===== src/hdl/tlvd_pkg.sv =====
// Shared types and codes for the TLV sub-element deframer.
package tlvd_pkg;

    // Parse position inside the buffer
    typedef enum logic [2:0] {
        PH_IE_HDR   = 3'd0,
        PH_SUB_HDR  = 3'd1,
        PH_SUB_PAY  = 3'd2,
        PH_SKIP_ID  = 3'd3,
        PH_SKIP_OUI = 3'd4
    } phase_t;

    // Record kinds
    localparam logic [1:0] REC_SUB = 2'd0;
    localparam logic [1:0] REC_ERR = 2'd1;
    localparam logic [1:0] REC_END = 2'd2;

    // Error codes
    localparam logic [2:0] ERR_SHORT_IE_HDR  = 3'd0;
    localparam logic [2:0] ERR_OVER_MAX      = 3'd1;
    localparam logic [2:0] ERR_BEYOND_DATA   = 3'd2;
    localparam logic [2:0] ERR_BAD_ID        = 3'd3;
    localparam logic [2:0] ERR_BAD_OUI       = 3'd4;
    localparam logic [2:0] ERR_SHORT_SUB_HDR = 3'd5;
    localparam logic [2:0] ERR_OPEN_SUB      = 3'd6;

    // Configuration register indexes
    localparam logic [1:0] CFG_ELEMENT_ID = 2'd0;
    localparam logic [1:0] CFG_OUI        = 2'd1;
    localparam logic [1:0] CFG_MAX_IE_LEN = 2'd2;
    localparam logic [1:0] CFG_DEV_SUB_ID = 2'd3;

    // Header sizes
    localparam logic [2:0] IE_HDR_LAST  = 3'd5;   // count value at sixth header byte
    localparam logic [2:0] SUB_HDR_LAST = 3'd2;   // count value at third sub header byte
    localparam logic [15:0] DEV_INFO_LEN = 16'd6;

    // One result beat
    typedef struct packed {
        logic [1:0]  record_kind;
        logic [2:0]  error_code;
        logic [7:0]  sub_id;
        logic [15:0] sub_length;
        logic        is_device_info;
        logic        device_info_length_ok;
        logic [15:0] device_info_word;
        logic [15:0] control_port;
        logic [15:0] throughput_cap;
        logic        last_of_run;
    } rec_t;

endpackage


===== src/hdl/ie_tlv_subelement_deframer_core.sv =====
// Top level of the TLV information element / sub-element deframer.
//
// Channel  | Ports                         | Beat
// ---------+-------------------------------+------------------------------------
// input    | s_valid/s_ready, s_*          | one buffer byte (or empty marker)
// result   | m_valid/m_ready, m_*          | one record (sub done, error, end)
// config   | cfg_wr_en, cfg_index, cfg_wr_data | one register write, no wait
//
// Each accepted byte is parsed in the cycle it is taken: the parse state
// registers and up to two result records are written at that same edge.
// Records go into a 4-deep result queue; s_ready is high while the queue has
// room for two more, so bytes flow at one per cycle as long as the sink keeps
// pace (a stalled sink drops s_ready once three records are waiting).
// Reset (aresetn low, synchronous) empties the queue, returns parsing to the
// IE header phase and loads the configuration registers with their defaults.
module ie_tlv_subelement_deframer_core
    import tlvd_pkg::*;
(
    input  logic        aclk,
    input  logic        aresetn,

    // configuration write port
    input  logic        cfg_wr_en,
    input  logic [1:0]  cfg_index,
    input  logic [31:0] cfg_wr_data,

    // byte input
    input  logic        s_valid,
    output logic        s_ready,
    input  logic [7:0]  s_data_byte,
    input  logic        s_last_byte,
    input  logic        s_no_data,

    // record output
    output logic        m_valid,
    input  logic        m_ready,
    output logic [1:0]  m_record_kind,
    output logic [2:0]  m_error_code,
    output logic [7:0]  m_sub_id,
    output logic [15:0] m_sub_length,
    output logic        m_is_device_info,
    output logic        m_device_info_length_ok,
    output logic [15:0] m_device_info_word,
    output logic [15:0] m_control_port,
    output logic [15:0] m_throughput_cap,
    output logic        m_last_of_run
);

    // ------------------------------------------------------------------
    // Configuration registers
    // ------------------------------------------------------------------
    logic [7:0]  elem_id_exp_reg;
    logic [31:0] oui_exp_reg;
    logic [7:0]  max_ie_len_reg;
    logic [7:0]  dev_sub_id_reg;

    always_ff @(posedge aclk) begin
        if (!aresetn) begin
            elem_id_exp_reg <= 8'd221;
            oui_exp_reg     <= 32'h506F_9A0A;
            max_ie_len_reg  <= 8'd255;
            dev_sub_id_reg  <= 8'd0;
        end else if (cfg_wr_en) begin
            unique case (cfg_index)
                CFG_ELEMENT_ID: elem_id_exp_reg <= cfg_wr_data[7:0];
                CFG_OUI:        oui_exp_reg     <= cfg_wr_data;
                CFG_MAX_IE_LEN: max_ie_len_reg  <= cfg_wr_data[7:0];
                CFG_DEV_SUB_ID: dev_sub_id_reg  <= cfg_wr_data[7:0];
                default:        ;
            endcase
        end
    end

    // ------------------------------------------------------------------
    // Parse state
    // ------------------------------------------------------------------
    phase_t      phase_reg,      phase_next;
    logic [2:0]  hdr_cnt_reg,    hdr_cnt_next;    // shared IE / sub header count
    logic [7:0]  ie_len_reg,     ie_len_next;
    logic [7:0]  ie_id_reg,      ie_id_next;
    logic [31:0] oui_reg,        oui_next;
    logic [7:0]  ie_left_reg,    ie_left_next;
    logic [23:0] sub_hdr_reg,    sub_hdr_next;    // {id, len_hi, len_lo}
    logic [15:0] sub_left_reg,   sub_left_next;
    logic [47:0] sub_head_reg,   sub_head_next;   // first six payload bytes
    logic        collecting_reg, collecting_next; // sub-element payload open, may span into next IE
    logic        err_reg,        err_next;        // error flagged, skip to end

    // records produced by the current byte
    rec_t        rec0, rec1;
    logic [1:0]  rec_cnt;

    logic        in_fire;
    logic        out_fire;

    assign in_fire  = s_valid && s_ready;
    assign out_fire = m_valid && m_ready;

    function automatic rec_t err_rec(input logic [2:0] code);
        rec_t r;
        r             = '0;
        r.record_kind = REC_ERR;
        r.error_code  = code;
        return r;
    endfunction

    function automatic rec_t sub_rec(input logic [23:0] hdr, input logic [47:0] head,
                                     input logic [7:0] dev_id);
        rec_t r;
        r                = '0;
        r.record_kind    = REC_SUB;
        r.sub_id         = hdr[23:16];
        r.sub_length     = hdr[15:0];
        r.is_device_info = (hdr[23:16] == dev_id);
        if (r.is_device_info && hdr[15:0] == DEV_INFO_LEN) begin
            r.device_info_length_ok = 1'b1;
            r.device_info_word      = head[47:32];
            r.control_port          = head[31:16];
            r.throughput_cap        = head[15:0];
        end
        return r;
    endfunction

    // One byte of parsing, straight from the input ports into next state
    always_comb begin
        logic [31:0] oui_shifted;
        logic        bad_id;
        logic        bad_oui;
        logic [15:0] pay_idx;
        logic        have_err;
        logic [2:0]  end_code;
        rec_t        rec_new;

        phase_next      = phase_reg;
        hdr_cnt_next    = hdr_cnt_reg;
        ie_len_next     = ie_len_reg;
        ie_id_next      = ie_id_reg;
        oui_next        = oui_reg;
        ie_left_next    = ie_left_reg;
        sub_hdr_next    = sub_hdr_reg;
        sub_left_next   = sub_left_reg;
        sub_head_next   = sub_head_reg;
        collecting_next = collecting_reg;
        err_next        = err_reg;
        rec0            = '0;
        rec1            = '0;
        rec_cnt         = 2'd0;
        oui_shifted     = {oui_reg[23:0], s_data_byte};
        bad_id          = (ie_id_reg != elem_id_exp_reg);
        bad_oui         = (oui_shifted != oui_exp_reg);
        pay_idx         = sub_hdr_reg[15:0] - sub_left_reg;
        have_err        = 1'b0;
        end_code        = ERR_SHORT_IE_HDR;
        rec_new         = '0;

        if (!s_no_data && !err_reg) begin
            if (phase_reg == PH_IE_HDR) begin
                // IE header: id, length, then four OUI bytes
                unique case (hdr_cnt_reg)
                    3'd0:    ie_id_next  = s_data_byte;
                    3'd1:    ie_len_next = s_data_byte;
                    default: oui_next    = oui_shifted;
                endcase
                hdr_cnt_next = hdr_cnt_reg + 3'd1;
                if (hdr_cnt_reg == IE_HDR_LAST) begin
                    hdr_cnt_next = 3'd0;
                    priority if (ie_len_reg > max_ie_len_reg) begin
                        rec_new = err_rec(ERR_OVER_MAX);
                        rec_cnt = 2'd1;
                    end else if (ie_len_reg == 8'd0) begin
                        // empty IE: id / OUI checked right away
                        if (bad_id) begin
                            rec_new = err_rec(ERR_BAD_ID);
                            rec_cnt = 2'd1;
                        end else if (bad_oui) begin
                            rec_new = err_rec(ERR_BAD_OUI);
                            rec_cnt = 2'd1;
                        end
                    end else begin
                        ie_left_next = ie_len_reg;
                        priority if (bad_id)      phase_next = PH_SKIP_ID;
                        else if (bad_oui)         phase_next = PH_SKIP_OUI;
                        else if (collecting_reg)  phase_next = PH_SUB_PAY;
                        else                      phase_next = PH_SUB_HDR;
                    end
                    err_next = (rec_cnt != 2'd0);
                end
            end else begin
                ie_left_next = ie_left_reg - 8'd1;
                if (phase_reg == PH_SUB_HDR) begin
                    sub_hdr_next = {sub_hdr_reg[15:0], s_data_byte};
                    hdr_cnt_next = hdr_cnt_reg + 3'd1;
                    if (hdr_cnt_reg == SUB_HDR_LAST) begin
                        hdr_cnt_next  = 3'd0;
                        sub_head_next = '0;
                        sub_left_next = sub_hdr_next[15:0];
                        if (sub_hdr_next[15:0] == 16'd0) begin
                            // zero-length sub-element completes at once
                            rec_new = sub_rec(sub_hdr_next, 48'd0, dev_sub_id_reg);
                            rec_cnt = 2'd1;
                        end else begin
                            collecting_next = 1'b1;
                            phase_next      = PH_SUB_PAY;
                        end
                    end
                end else if (phase_reg == PH_SUB_PAY) begin
                    unique case (pay_idx)
                        16'd0:   sub_head_next[47:40] = sub_head_reg[47:40] | s_data_byte;
                        16'd1:   sub_head_next[39:32] = sub_head_reg[39:32] | s_data_byte;
                        16'd2:   sub_head_next[31:24] = sub_head_reg[31:24] | s_data_byte;
                        16'd3:   sub_head_next[23:16] = sub_head_reg[23:16] | s_data_byte;
                        16'd4:   sub_head_next[15:8]  = sub_head_reg[15:8]  | s_data_byte;
                        16'd5:   sub_head_next[7:0]   = sub_head_reg[7:0]   | s_data_byte;
                        default: ;
                    endcase
                    sub_left_next = sub_left_reg - 16'd1;
                    if (sub_left_reg == 16'd1) begin
                        rec_new         = sub_rec(sub_hdr_reg, sub_head_next, dev_sub_id_reg);
                        rec_cnt         = 2'd1;
                        collecting_next = 1'b0;
                        phase_next      = PH_SUB_HDR;
                        hdr_cnt_next    = 3'd0;
                    end
                end
                // IE payload consumed
                if (ie_left_reg == 8'd1) begin
                    priority if (phase_next == PH_SUB_HDR && hdr_cnt_next != 3'd0) begin
                        rec_new  = err_rec(ERR_SHORT_SUB_HDR);
                        rec_cnt  = 2'd1;
                        err_next = 1'b1;
                    end else if (phase_next == PH_SKIP_ID) begin
                        rec_new  = err_rec(ERR_BAD_ID);
                        rec_cnt  = 2'd1;
                        err_next = 1'b1;
                    end else if (phase_next == PH_SKIP_OUI) begin
                        rec_new  = err_rec(ERR_BAD_OUI);
                        rec_cnt  = 2'd1;
                        err_next = 1'b1;
                    end else begin
                        phase_next   = PH_IE_HDR;
                        hdr_cnt_next = 3'd0;
                    end
                end
            end
            rec0 = rec_new;
        end

        // Buffer end: optional error replaces this byte's record, then end
        if (s_last_byte || s_no_data) begin
            if (!err_next) begin
                if (phase_next == PH_IE_HDR) begin
                    if (hdr_cnt_next != 3'd0) begin
                        have_err = 1'b1;
                        end_code = ERR_SHORT_IE_HDR;
                    end else if (collecting_next) begin
                        have_err = 1'b1;
                        end_code = ERR_OPEN_SUB;
                    end
                end else begin
                    have_err = 1'b1;
                    end_code = ERR_BEYOND_DATA;
                end
            end
            if (have_err) begin
                rec0 = err_rec(end_code);
                rec_cnt = 2'd1;
            end
            if (rec_cnt == 2'd0) begin
                rec0             = '0;
                rec0.record_kind = REC_END;
                rec_cnt          = 2'd1;
            end else begin
                rec1             = '0;
                rec1.record_kind = REC_END;
                rec_cnt          = 2'd2;
            end
            phase_next      = PH_IE_HDR;
            hdr_cnt_next    = 3'd0;
            ie_len_next     = 8'd0;
            ie_id_next      = 8'd0;
            oui_next        = 32'd0;
            ie_left_next    = 8'd0;
            sub_hdr_next    = 24'd0;
            sub_left_next   = 16'd0;
            sub_head_next   = 48'd0;
            collecting_next = 1'b0;
            err_next        = 1'b0;
        end

        // flag the final record of this byte
        if (rec_cnt == 2'd2) begin
            rec1.last_of_run = 1'b1;
        end else begin
            rec0.last_of_run = 1'b1;
        end
    end

    always_ff @(posedge aclk) begin
        if (!aresetn) begin
            phase_reg      <= PH_IE_HDR;
            hdr_cnt_reg    <= 3'd0;
            ie_len_reg     <= 8'd0;
            ie_id_reg      <= 8'd0;
            oui_reg        <= 32'd0;
            ie_left_reg    <= 8'd0;
            sub_hdr_reg    <= 24'd0;
            sub_left_reg   <= 16'd0;
            sub_head_reg   <= 48'd0;
            collecting_reg <= 1'b0;
            err_reg        <= 1'b0;
        end else if (in_fire) begin
            phase_reg      <= phase_next;
            hdr_cnt_reg    <= hdr_cnt_next;
            ie_len_reg     <= ie_len_next;
            ie_id_reg      <= ie_id_next;
            oui_reg        <= oui_next;
            ie_left_reg    <= ie_left_next;
            sub_hdr_reg    <= sub_hdr_next;
            sub_left_reg   <= sub_left_next;
            sub_head_reg   <= sub_head_next;
            collecting_reg <= collecting_next;
            err_reg        <= err_next;
        end
    end

    // ------------------------------------------------------------------
    // Result queue: 4 entries, up to two written per accepted byte
    // ------------------------------------------------------------------
    rec_t       q_reg [4];
    logic [1:0] wr_ptr_reg, wr_ptr_next;
    logic [1:0] rd_ptr_reg, rd_ptr_next;
    logic [2:0] q_cnt_reg,  q_cnt_next;
    logic [1:0] push_cnt;
    rec_t       q_head;

    assign push_cnt = in_fire ? rec_cnt : 2'd0;

    always_comb begin
        wr_ptr_next = wr_ptr_reg + push_cnt;
        rd_ptr_next = rd_ptr_reg + {1'b0, out_fire};
        q_cnt_next  = q_cnt_reg + {1'b0, push_cnt} - {2'b00, out_fire};
    end

    always_ff @(posedge aclk) begin
        if (!aresetn) begin
            wr_ptr_reg <= 2'd0;
            rd_ptr_reg <= 2'd0;
            q_cnt_reg  <= 3'd0;
        end else begin
            wr_ptr_reg <= wr_ptr_next;
            rd_ptr_reg <= rd_ptr_next;
            q_cnt_reg  <= q_cnt_next;
        end
    end

    always_ff @(posedge aclk) begin
        if (push_cnt != 2'd0) begin
            q_reg[wr_ptr_reg] <= rec0;
        end
        if (push_cnt == 2'd2) begin
            q_reg[wr_ptr_reg + 2'd1] <= rec1;
        end
    end

    assign s_ready = (q_cnt_reg <= 3'd2);
    assign m_valid = (q_cnt_reg != 3'd0);
    assign q_head  = q_reg[rd_ptr_reg];

    assign m_record_kind           = q_head.record_kind;
    assign m_error_code            = q_head.error_code;
    assign m_sub_id                = q_head.sub_id;
    assign m_sub_length            = q_head.sub_length;
    assign m_is_device_info        = q_head.is_device_info;
    assign m_device_info_length_ok = q_head.device_info_length_ok;
    assign m_device_info_word      = q_head.device_info_word;
    assign m_control_port          = q_head.control_port;
    assign m_throughput_cap        = q_head.throughput_cap;
    assign m_last_of_run           = q_head.last_of_run;

endmodule

===== config.mk =====
export PLATFORM = sky130hd
export DESIGN_NAME = ie_tlv_subelement_deframer_core
export DESIGN_NICKNAME = d
export VERILOG_FILES = /design/src/hdl/tlvd_pkg.sv /design/src/hdl/ie_tlv_subelement_deframer_core.sv
export SDC_FILE = /design/constraint.sdc
export NUM_CORES = 1
export LEC_CHECK = 0
export ABC_CLOCK_PERIOD_IN_PS = 5600
export BUFFER_PORTS_ARGS = -buffer_cell sky130_fd_sc_hd__buf_2
export CORE_MARGIN = 4
export CORE_UTILIZATION = 50
export CTS_BUF_LIST = sky130_fd_sc_hd__clkbuf_8
export CTS_CLUSTER_DIAMETER = 200
export DETAILED_ROUTE_END_ITERATION = 6
export MAX_ROUTING_LAYER = met4
export PLACE_DENSITY = 0.67
export SLEW_MARGIN = 15
export SYNTH_ARGS = -nofsm -noshare
export SYNTH_HDL_FRONTEND = slang
export SYNTH_SLANG_ARGS = --single-unit

===== constraint.sdc =====
create_clock -name aclk -period 5.6 [get_ports aclk]
set_input_delay 0.56 -clock aclk [delete_from_list [all_inputs] [get_ports aclk]]
set_output_delay 0.56 -clock aclk [all_outputs]
set_load 0.02 [all_outputs]

# Yosys cells after proc, flatten, opt, wreduce, memory -nomap -nowiden

Memories as Yosys holds them, arrays and structs flattened. A register that Yosys moved wholly into a read port is not among the register bits.
Cells that the tools add are included.

Multiplexer cells: 153
Reduce and logical (&&, ||, !) cells: 39
Magnitude comparators: 2
Add/subtract/negate cells: 9
Bitwise operators: 6
Equal/unequal tests: 32

Operator list:

| operator                | number |
|---|---|
| $mux W80                | 12 |
| $mux W79                | 5 |
| $mux W75                | 4 |
| $mux W48                | 6 |
| $mux W24                | 8 |
| $mux W8                 | 20 |
| $mux W3                 | 37 |
| $mux W49                | 2 |
| $mux W16                | 6 |
| $eq A16 B3 Y1 const B   | 4 |
| $or A8 B8 Y8            | 6 |
| $mux W2                 | 18 |
| $mux W1                 | 35 |
| $eq A16 B1 Y1 const B   | 2 |
| $eq A16 B2 Y1 const B   | 2 |
| $logic_not A16 Y1       | 2 |
| $ne A32 B32 Y1          | 1 |
| $eq A8 B8 Y1            | 2 |
| $reduce_and A4 Y1       | 4 |
| $sub A16 B1 Y16 const B | 1 |
| $sub A16 B16 Y16        | 1 |
| $reduce_bool A2 Y1      | 7 |
| $reduce_bool A3 Y1      | 4 |
| $reduce_and A5 Y1       | 2 |
| 27 further kinds        | 50 |

Bits in writable memories: 320
Register bits after elaboration: 207
Memories kept: 1

Memory list:

| name  | depth | bits a word | read ports | clocked after Yosys merged registers in | wr ports | line                                   | text |
|---|---|---|---|---|---|---|---|
| q_reg | 4     | 80          | 1          | 1                                       | 2        | ie_tlv_subelement_deframer_core.sv:329 | `rec_t q_reg [4];` |

# Logic depth before layout (Yosys ltp)

Gate-level depths: netlist (run 1).

Depth in word-level cells: 27
Depth in mapped cells: 18
Gate-level depth less buffers: 18

# Worst setup path before layout (run 1)

Ideal clock, no wire load.

Path type: register to register
Start point: register sub_left_reg[1]
End point: register q_cnt_reg[2]
Data required time: 5485 ps
Arrival time: 3782 ps
Path slack: 1704 ps
Library setup time: 115 ps
Buffers on the path: 0
Stages on the path, launching flop included: 19
Path through: dfxtp_1 -> inv_1 -> ha_1 -> or4b_1 -> nor4_4 -> nand3_1 -> a31o_1 -> nor3b_4 -> nand4_1 -> o21ai_0 -> nand2_1 -> ha_1 -> inv_1 -> ha_1 -> inv_1 -> fa_1 -> xor2_1 -> xnor2_1 -> and2_1

Word-level cells in the longest chain between the ends: 26
Elaborated cells on any way between the ends: 63
Classes of those cells: add/sub (2); eq/ne (4); mux (52); reduce/logical (5)

Ends and longest elaborated chain:

| item                     | line                                   | text |
|---|---|---|
| start: declaration       | ie_tlv_subelement_deframer_core.sv:84  | `logic [15:0] sub_left_reg, sub_left_next;` |
| start signal: assignment | ie_tlv_subelement_deframer_core.sv:319 | `sub_left_reg <= sub_left_next;` |
| $eq A16 B1 Y1 *          | ie_tlv_subelement_deframer_core.sv:217 | `if (sub_left_reg == 16'd1) begin` |
| $mux W3                  | ie_tlv_subelement_deframer_core.sv:217 |  |
| $mux W3                  | ie_tlv_subelement_deframer_core.sv:206 | `end else if (phase_reg == PH_SUB_PAY) begin` |
| $mux W3                  | ie_tlv_subelement_deframer_core.sv:190 | `if (phase_reg == PH_SUB_HDR) begin` |
| $mux W3                  | ie_tlv_subelement_deframer_core.sv:157 | `if (phase_reg == PH_IE_HDR) begin` |
| $mux W3                  | ie_tlv_subelement_deframer_core.sv:156 | `if (!s_no_data && !err_reg) begin` |
| $eq A3 B3 Y1             | ie_tlv_subelement_deframer_core.sv:235 | `end else if (phase_next == PH_SKIP_OUI) begin` |
| $mux W3                  | ie_tlv_subelement_deframer_core.sv:235 |  |
| [... 10 more ...]        | --                                     |  |
| $mux W2                  | ie_tlv_subelement_deframer_core.sv:264 | `if (have_err) begin` |
| $mux W2                  | ie_tlv_subelement_deframer_core.sv:249 | `if (s_last_byte \|\| s_no_data) begin` |
| $logic_not A2 Y1         | ie_tlv_subelement_deframer_core.sv:268 | `if (rec_cnt == 2'd0) begin` |
| $mux W2                  | ie_tlv_subelement_deframer_core.sv:268 |  |
| $mux W2 *                | ie_tlv_subelement_deframer_core.sv:249 |  |
| $mux W2 *                | ie_tlv_subelement_deframer_core.sv:336 | `assign push_cnt = in_fire ? rec_cnt : 2'd0;` |
| $add A3 B2 Y3 *          | ie_tlv_subelement_deframer_core.sv:341 | `q_cnt_next = q_cnt_reg + {1'b0, push_cnt} - {2'b00, out_fire};` |
| $sub A3 B1 Y3 *          | ie_tlv_subelement_deframer_core.sv:341 |  |
| end signal: assignment   | ie_tlv_subelement_deframer_core.sv:352 | `q_cnt_reg <= q_cnt_next;` |
| end: declaration         | ie_tlv_subelement_deframer_core.sv:332 | `logic [2:0] q_cnt_reg, q_cnt_next;` |

Every way passes the cells marked *; elsewhere a longest branch is shown, timed or not. The select of a mux whose other input is x is not followed.
A chain may end at the register's enable or synchronous reset.

# Worst setup path after layout (run 1)

Start point: register err_reg
End point: register q_cnt_reg[2]

Word-level cells in the longest chain between the ends: 16
Elaborated cells on any way between the ends: 28
Classes of those cells: add/sub (2); mux (21); reduce/logical (5)

Ends and longest elaborated chain:

| item                                                  | line                                                                           | text |
|---|---|---|
| start: declaration                                    | ie_tlv_subelement_deframer_core.sv:87                                          | `logic err_reg, err_next;` |
| start signal: assignment                              | ie_tlv_subelement_deframer_core.sv:322                                         | `err_reg <= err_next;` |
| $mux W1 / $logic_not A1 Y1 (equally long branches)    | ie_tlv_subelement_deframer_core.sv:235, ie_tlv_subelement_deframer_core.sv:156 |  |
| $mux W1 / $logic_and A1 B1 Y1 (equally long branches) | ie_tlv_subelement_deframer_core.sv:231, ie_tlv_subelement_deframer_core.sv:156 |  |
| $mux W1, or another cell as far along                 | ie_tlv_subelement_deframer_core.sv:227                                         | `priority if (phase_next == PH_SUB_HDR && hdr_cnt_next != 3'd0) begin` |
| $mux W1, or another cell as far along                 | ie_tlv_subelement_deframer_core.sv:226                                         | `if (ie_left_reg == 8'd1) begin` |
| $mux W1, on equally long branches                     | ie_tlv_subelement_deframer_core.sv:157, ie_tlv_subelement_deframer_core.sv:252 |  |
| $mux W1, on equally long branches                     | ie_tlv_subelement_deframer_core.sv:156, ie_tlv_subelement_deframer_core.sv:251 |  |
| $mux W1                                               | ie_tlv_subelement_deframer_core.sv:250                                         | `if (!err_next) begin` |
| $mux W1                                               | ie_tlv_subelement_deframer_core.sv:249                                         |  |
| $mux W2                                               | ie_tlv_subelement_deframer_core.sv:264                                         |  |
| $mux W2                                               | ie_tlv_subelement_deframer_core.sv:249                                         |  |
| $logic_not A2 Y1                                      | ie_tlv_subelement_deframer_core.sv:268                                         |  |
| $mux W2                                               | ie_tlv_subelement_deframer_core.sv:268                                         |  |
| $mux W2 *                                             | ie_tlv_subelement_deframer_core.sv:249                                         |  |
| $mux W2 *                                             | ie_tlv_subelement_deframer_core.sv:336                                         |  |
| $add A3 B2 Y3 *                                       | ie_tlv_subelement_deframer_core.sv:341                                         |  |
| $sub A3 B1 Y3 *                                       | ie_tlv_subelement_deframer_core.sv:341                                         |  |

Marks and branches as above.

==> key figures, run 1 <==
Run status
  – Run status: finished clean

Clocking
  – Clock root buffer: clkbuf_8
  – CTS tree: done
  – Setup bufs post-CTS: 0
  – # resized after CTS: 0
  – Clock transition at path regs: approximately 70 ps
  – CTS buffer count: 88
  – Clock sink count: 527
  – Worst skew pair latency: between 600 and 700 ps
  – Clock Path Buffers: 3
  – H-tree depth: 3
  – Hold Buf Count CTS: 0

Floorplan
  – Initial core utilization: approximately half
  – IO Pins: approximately 130
  – Num rows: 80
  – Die area: 51720 um^2
  – Core area: around 48000 um^2
  – Die X-Extent: roughly 230 um
  – Die Ht: between 200 and 250 um

Hold path
  – Hold Crit Class: primary input to flip-flop
  – WHS Path Cells: 3

Route
  – DR iter-0 viols: between 1500 and 2000
  – Drt total wl: around 73 mm
  – Final antenna-violating net count: 0
  – Vias/cell: approximately 6.3
  – DRT Pass-1 Iters: 5
  – DRC: 0
  – Detailed-route wire length per cell: 22.66 um
  – Vias: 20070

Power and ir drop
  – Max VDD drop: between 300 and 400 uV
  – Part of the power in registers: 43.5%
  – Sw Share: a little under a third
  – Logic gate share of total power: ~17%
  – Int Power: 6.381 mW
  – Switching power: approximately 2.7 mW
  – Total power draw: slightly above 9 mW
  – Leakage: between 9 and 10 nW
  – Pwr Density: 337.3 nW/um^2
  – Clock Power Share: 39.1%

Finish
  – Max reg flops: 320
  – Most frequent cells in the layout: dfxtp_1, nand2_1, o2bb2ai_1
  – Commonest non-fill, non-tap cell in the layout: dfxtp_1
  – Post-route insts no fill: 3200
  – Fin area: 27060 um^2
  – Area grow syn2layout: 12.41%
  – Share of layout cells above drive strength 1: 18.51%
  – Layout Nets: approximately 2600

Timing
  – Final setup viols: 0
  – Slew Viols, Final: 0
  – WHS: a little under 90 ps
  – Fin crit period: between 4000 and 5000 ps
  – Hold Vio Cnt, Final: 0
  – Period utilization: between 80% and 90%
  – Clock skew: 39.75 ps
  – Setup_tns: 0 ps
  – Unrepaired setup endpoints after global routing: no
  – Peak Freq: roughly 210 MHz
  – Worst-Margin Slew: 1156 ps
  – Worst slew margin: a little under a quarter

Synthesis
  – Simple logic cell fraction of the synthesized area: 14.85%
  – Synth area leader: dfxtp_1
  – Ys flop type: dfxtp_1
  – Cell area after synthesis: 24070 um^2
  – Syn_nets: about 2500
  – Synth Area in Compound Gates: 23.83%
  – Post-synthesis xor/xnor area fraction: between 2 and 3%
  – Ys async rst share: 0%
  – Post-synth top area share: a little over two fifths
  – Sequential cell area fraction in the yosys report: 44.16%
  – Synth top area cells: dfxtp_1, mux4_2, o2bb2ai_1
  – Adder-Cell Fraction of Synth Area: approximately 1.8%
  – Ys Warns: 0
  – Distinct cells, synth: between 90 and 100
  – Post-synth EDFFs: 8
  – Mapped Avg Cell Area: 9.883 um^2
  – Flip-flop and latch count after synthesis: approximately 530
  – Proportion of synthesized area in mux cells: around 8.5%
  – Main combinational cell family by area after synthesis: compound AO/OA/AOI/OAI gates
  – Cells after Synth: around 2400

Critical path
  – Startpoint Class: flip-flop
  – WS Path Type: flip-flop to flip-flop
  – Crit path required time: slightly above 6000 ps
  – Critical Path End Type: flip-flop
  – Worst EP arrival: roughly 5400 ps
  – Reg2Reg Depth: 16
  – Crit-path max FO: 14

Placement
  – Placer congestion estimate: 0.9367
  – Post-DP Area: 25160 um^2
  – Placed cell count: 3034
  – Count of buffers from port buffering: 130
  – Hpwl dp: ~48 mm

Global route
  – Pin count of the biggest net entering global routing: between 90 and 100
  – Initial antenna violation count: 3
  – Global-route wire length before repair: about 110 mm
  – Global Route Usage Sum: 28.52%
  – Vias in the first global route: approximately 20000
  – Global route overflow: 0

Flow run
  – Max Cap Viol: 0
## power groups by stage
stage | clock network (mW) | registers [mW] | logic, mW
floorplan | 0 | 3.99 | 1.16
global placement | 0 | 4.05 | 1.55
detailed placement | 0 | 4.05 | 1.56
CTS | 3.63 | 3.97 | 1.57
global route | 3.82 | 3.98 | 1.71
finish | 3.57 | 3.97 | 1.58
## critical path: stages, from the launching register on
cell and delay, ps:
dfxtp_1 510, or2_1 580, nor2_1 260, a221o_1 380
o22ai_1 190, nor3b_4 320, nand4_1 160, o21ai_0 610
nand2_1 210, ha_1 320, inv_1 60, ha_1 150
inv_1 60, fa_1 420, xor2_1 170, xnor2_1 120
and2_1 150
## cell usage after synthesis, types with 49 or more instances
| master | instances |
|---|---|
| a21boi_0 | 117 |
| a21oi_1 | 112 |
| a22o_1 | 67 |
| clkbuf_1 | 143 |
| dfxtp_1 | 519 |
| inv_1 | 49 |
| mux4_2 | 80 |
| nand2_1 | 294 |
| nand3_1 | 112 |
| nor2_1 | 60 |
| nor2b_1 | 69 |
| o21ai_0 | 61 |
| o2bb2ai_1 | 195 |
## layer usage
layer | wire length, um | part of all wire [%] | GRT usage, %
met3 | 5604 | 7.7 | 5.996
met2 | 32470 | 45 | 42.29
met1 | 32810 | 45 | 39.89
met5 | 0 | 0 | -
met4 | 1641 | 2.3 | 7.749
## final cells by class
| cell class | instances | area (um^2) |
|---|---|---|
| flip-flops and latches | 527 | 10640 |
| well taps | 615 | 769.5 |
| inverters | 50 | 190.2 |
| clock inverters | 46 | 270.3 |
| multi-input cells | 1663 | 12490 |
| clock buffers | 118 | 1624 |
| diodes | 2 | 5.005 |
| repair buffers | 179 | 1071 |
| fillers | 4191 | 20580 |
## cells by family after synthesis
family	count (synthesis)
flip-flops	527
multiplexers	105
AO/OA/AOI/OAI	736
XOR/XNOR	71
AND/OR/NAND/NOR	717
adder cells (fa/ha/maj)	34
buffers and inverters	246
## metrics by stage
| step | utilization, % | setup WS, ps |
|---|---|---|
| 6_report | 56.80 | 816.8 |
| 5_1_grt | 56.80 | 598.7 |
| 4_1_cts | 56.78 | 920.0 |
| 3_5_place_dp | 52.80 | 738.1 |
| 3_3_place_gp | 52.79 | 873.1 |
| 2_1_floorplan | - | 1704 |
## final timing paths
path,startpoint,end,slack (ps)
worst min-delay path,cfg_wr_data[16],oui_exp_reg[16]$_SDFFE_PN1P_,90
worst max register to register,err_reg$_SDFFE_PN0P_,q_cnt_reg[2]$_SDFF_PN0_,820
worst min register to register,q_reg[2][75]$_SDFFE_PP0P_,q_reg[2][75]$_SDFFE_PP0P_,450
worst max-delay path,err_reg$_SDFFE_PN0P_,q_cnt_reg[2]$_SDFF_PN0_,820
Power figures use the tool's default switching activity.
==> run 2: changes to the inputs <==
--- a/config.mk
+++ b/config.mk
@@ -9,7 +9,6 @@
 export BUFFER_PORTS_ARGS = -buffer_cell sky130_fd_sc_hd__buf_2
 export CORE_MARGIN = 4
 export CORE_UTILIZATION = 50
-export CTS_BUF_LIST = sky130_fd_sc_hd__clkbuf_8
 export CTS_CLUSTER_DIAMETER = 200
 export DETAILED_ROUTE_END_ITERATION = 6
 export MAX_ROUTING_LAYER = met4
==> key figures, run 2 (same netlist as run 1, synthesis figures left out) <==
Critical path
  – R2r endpoint: q_cnt_reg[2]$_SDFF_PN0_ (unchanged)
  – Reg2Reg Depth: 16 (unchanged)
  – Crit path required time: 6100 ps (was 6180 ps)
  – Worst Setup SP: err_reg$_SDFFE_PN0P_ (unchanged)
  – Setup crit end: q_cnt_reg[2]$_SDFF_PN0_ (unchanged)
  – Flop2flop setup slack: 820 ps (about the same)
  – Critical Path End Type: flip-flop (unchanged)
  – Startpoint Class: flip-flop (unchanged)
  – WS Path Type: flip-flop to flip-flop (unchanged)
  – Reg-to-reg critical path startpoint: err_reg$_SDFFE_PN0P_ (unchanged)
  – Crit-path max FO: 14 (unchanged)
  – Worst EP arrival: 5280 ps (was 5360 ps)

Run status
  – Run status: finished clean (unchanged)

Timing
  – Slew Viols, Final: 0 (unchanged)
  – Period utilization: 85.39% (was 85.41%)
  – Final setup viols: 0 (unchanged)
  – Final setup margin: 818.3 ps (was 816.8 ps)
  – Unrepaired setup endpoints after global routing: no (unchanged)
  – WHS: 168.4 ps (was 87.52 ps)
  – Hold Vio Cnt, Final: 0 (unchanged)
  – Worst slew margin: 14.60% (was 22.66%)
  – Peak Freq: 209.1 MHz (about the same)
  – Worst-Margin Slew: 1271 ps (was 1156 ps)
  – Setup_tns: 0 ps (unchanged)
  – Clock skew: 24.19 ps (was 39.75 ps)
  – Fin crit period: 4782 ps (was 4783 ps)

Floorplan
  – Die area: 51720 um^2 (unchanged)
  – Initial core utilization: 50.53% (unchanged)
  – IO Pins: 131 (unchanged)
  – Core area: 47650 um^2 (unchanged)
  – Num rows: 80 (unchanged)
  – Die Ht: 227.4 um (unchanged)
  – Die X-Extent: 227.4 um (unchanged)

Placement
  – Post-DP Area: 25160 um^2 (unchanged)
  – Post-Place Worst Slack: 738.1 ps (unchanged)
  – Placer congestion estimate: 0.9367 (unchanged)
  – Hpwl dp: 48.35 mm (unchanged)
  – Placed cell count: 3034 (unchanged)
  – Count of buffers from port buffering: 130 (unchanged)

Power and ir drop
  – Max VDD drop: 229.6 uV (was 323.9 uV)
  – Leakage: 9.643 nW (was 9.852 nW)
  – Total power draw: 9.169 mW (was 9.127 mW)
  – Int Power: 6.516 mW (was 6.381 mW)
  – Pwr Density: 340.4 nW/um^2 (was 337.3 nW/um^2)
  – Logic gate share of total power: 17.3% (was 17.4%)
  – Clock Power Share: 39.4% (was 39.1%)
  – Switching power: 2.654 mW (was 2.746 mW)
  – Sw Share: 28.94% (was 30.09%)
  – Part of the power in registers: 43.3% (was 43.5%)

Clocking
  – H-tree depth: 2 (was 3)
  – Clock root buffer: clkbuf_16 (was clkbuf_8)
  – Worst skew pair latency: 610 ps (was 690 ps)
  – Clock transition at path regs: 60 ps (was 70 ps)
  – CTS buffer count: 53 (was 88)
  – CTS tree: done (unchanged)
  – Setup bufs post-CTS: 0 (unchanged)
  – Clock Path Buffers: 3 (unchanged)
  – Clock sink count: 527 (unchanged)
  – # resized after CTS: 0 (unchanged)
  – Hold Buf Count CTS: 0 (unchanged)

Flow run
  – Max Cap Viol: 0 (unchanged)

Route
  – Vias: 19880 (was 20070)
  – Vias/cell: 6.354 (was 6.270)
  – DRT Pass-1 Iters: 5 (unchanged)
  – Detailed-route wire length per cell: 23.03 um (was 22.66 um)
  – Final antenna-violating net count: 0 (unchanged)
  – DRC: 0 (unchanged)
  – Drt total wl: 72.05 mm (was 72.52 mm)
  – DR iter-0 viols: 1948 (was 1962)

Global route
  – Vias in the first global route: 19290 (was 19620)
  – Global-route wire length before repair: 112.0 mm (was 113.2 mm)
  – Global route overflow: 0 (unchanged)
  – Pin count of the biggest net entering global routing: 98 (unchanged)
  – Global Route Usage Sum: 28.19% (was 28.52%)
  – Initial antenna violation count: 2 (was 3)

Finish
  – Post-route insts no fill: 3129 (was 3200)
  – Post-Route Utilization: 56.53% (was 56.80%)
  – Most frequent cells in the layout: dfxtp_1, nand2_1, o2bb2ai_1 (unchanged)
  – Max reg flops: 320 (unchanged)
  – Area grow syn2layout: 11.89% (was 12.41%)
  – Commonest non-fill, non-tap cell in the layout: dfxtp_1 (unchanged)
  – Share of layout cells above drive strength 1: 16.92% (was 18.51%)
  – Fin area: 26940 um^2 (was 27060 um^2)
  – Layout Nets: 2557 (was 2592)
  – FILL cells: 4189 (was 4191)

Hold path
  – Hold Crit Class: primary input to flip-flop (unchanged)
-- run 2: cell count changes in the layout (fill, tap and decap cells not counted), sizes merged --
cell | previous run | this run
inv | 79 | 51
clkbuf | 118 | 75
bufinv | 2 | 4
clkinv | 13 | 11
-- run 2: final cells by class --
cell class                 count  area [um^2]  area share, %
sequential                   527        10640          39.49
inverter                      50        190.2         0.7061
multi-input combinational   1663        12490          46.36
antenna                        2        5.005        0.01858
tap                          615        769.5          2.857
clock buffer                  75         1560          5.792
clock inverter                18        214.0         0.7943
timing repair buffer         179         1071          3.976
-- run 2: critical path, stage by stage, from the launching register on --
cell     delay, ps
dfxtp_1        510
or2_1          590
nor2_1         260
a221o_1        380
o22ai_1        200
nor3b_4        320
nand4_1        150
o21ai_0        590
nand2_1        210
ha_1           320
inv_1           60
ha_1           150
inv_1           60
fa_1           420
xor2_1         170
xnor2_1        130
and2_1         150
-- run 2: worst min path at each step --
stage / start / endpoint / slack, ps / depth (start not counted)
3_3_place_gp: q_reg[2][77]$_SDFFE_PP0P_ / q_reg[2][77]$_SDFFE_PP0P_ / 440 / 2
3_5_place_dp: q_reg[3][5]$_SDFFE_PP0P_ / q_reg[3][5]$_SDFFE_PP0P_ / 440 / 1
4_1_cts: cfg_wr_data[30] / oui_exp_reg[30]$_SDFFE_PN1P_ / 150 / 3
5_1_grt: cfg_wr_data[11] / oui_exp_reg[11]$_SDFFE_PN1P_ / 170 / 3
6_report: cfg_wr_data[30] / oui_exp_reg[30]$_SDFFE_PN1P_ / 170 / 3
2_1_floorplan: q_reg[1][35]$_SDFFE_PP0P_ / q_reg[1][35]$_SDFFE_PP0P_ / 430 / 1
-- run 2: power by group through the flow --
stage / registers (mW) / clock network [mW] / logic (mW)
floorplan: 3.99 / 0 / 1.16
global placement: 4.05 / 0 / 1.55
detailed placement: 4.05 / 0 / 1.56
CTS: 3.97 / 3.65 / 1.57
global route: 3.98 / 3.82 / 1.71
finish: 3.97 / 3.61 / 1.58
-- run 2: metal layers --
layer	GRT usage, %	up-vias	part of all wire (%)
met3	4.732	112	7.9
li1	-	9118	-
met4	7.418	0	2.2
met2	42.20	740	45
met1	39.93	9911	45
met5	-	-	0
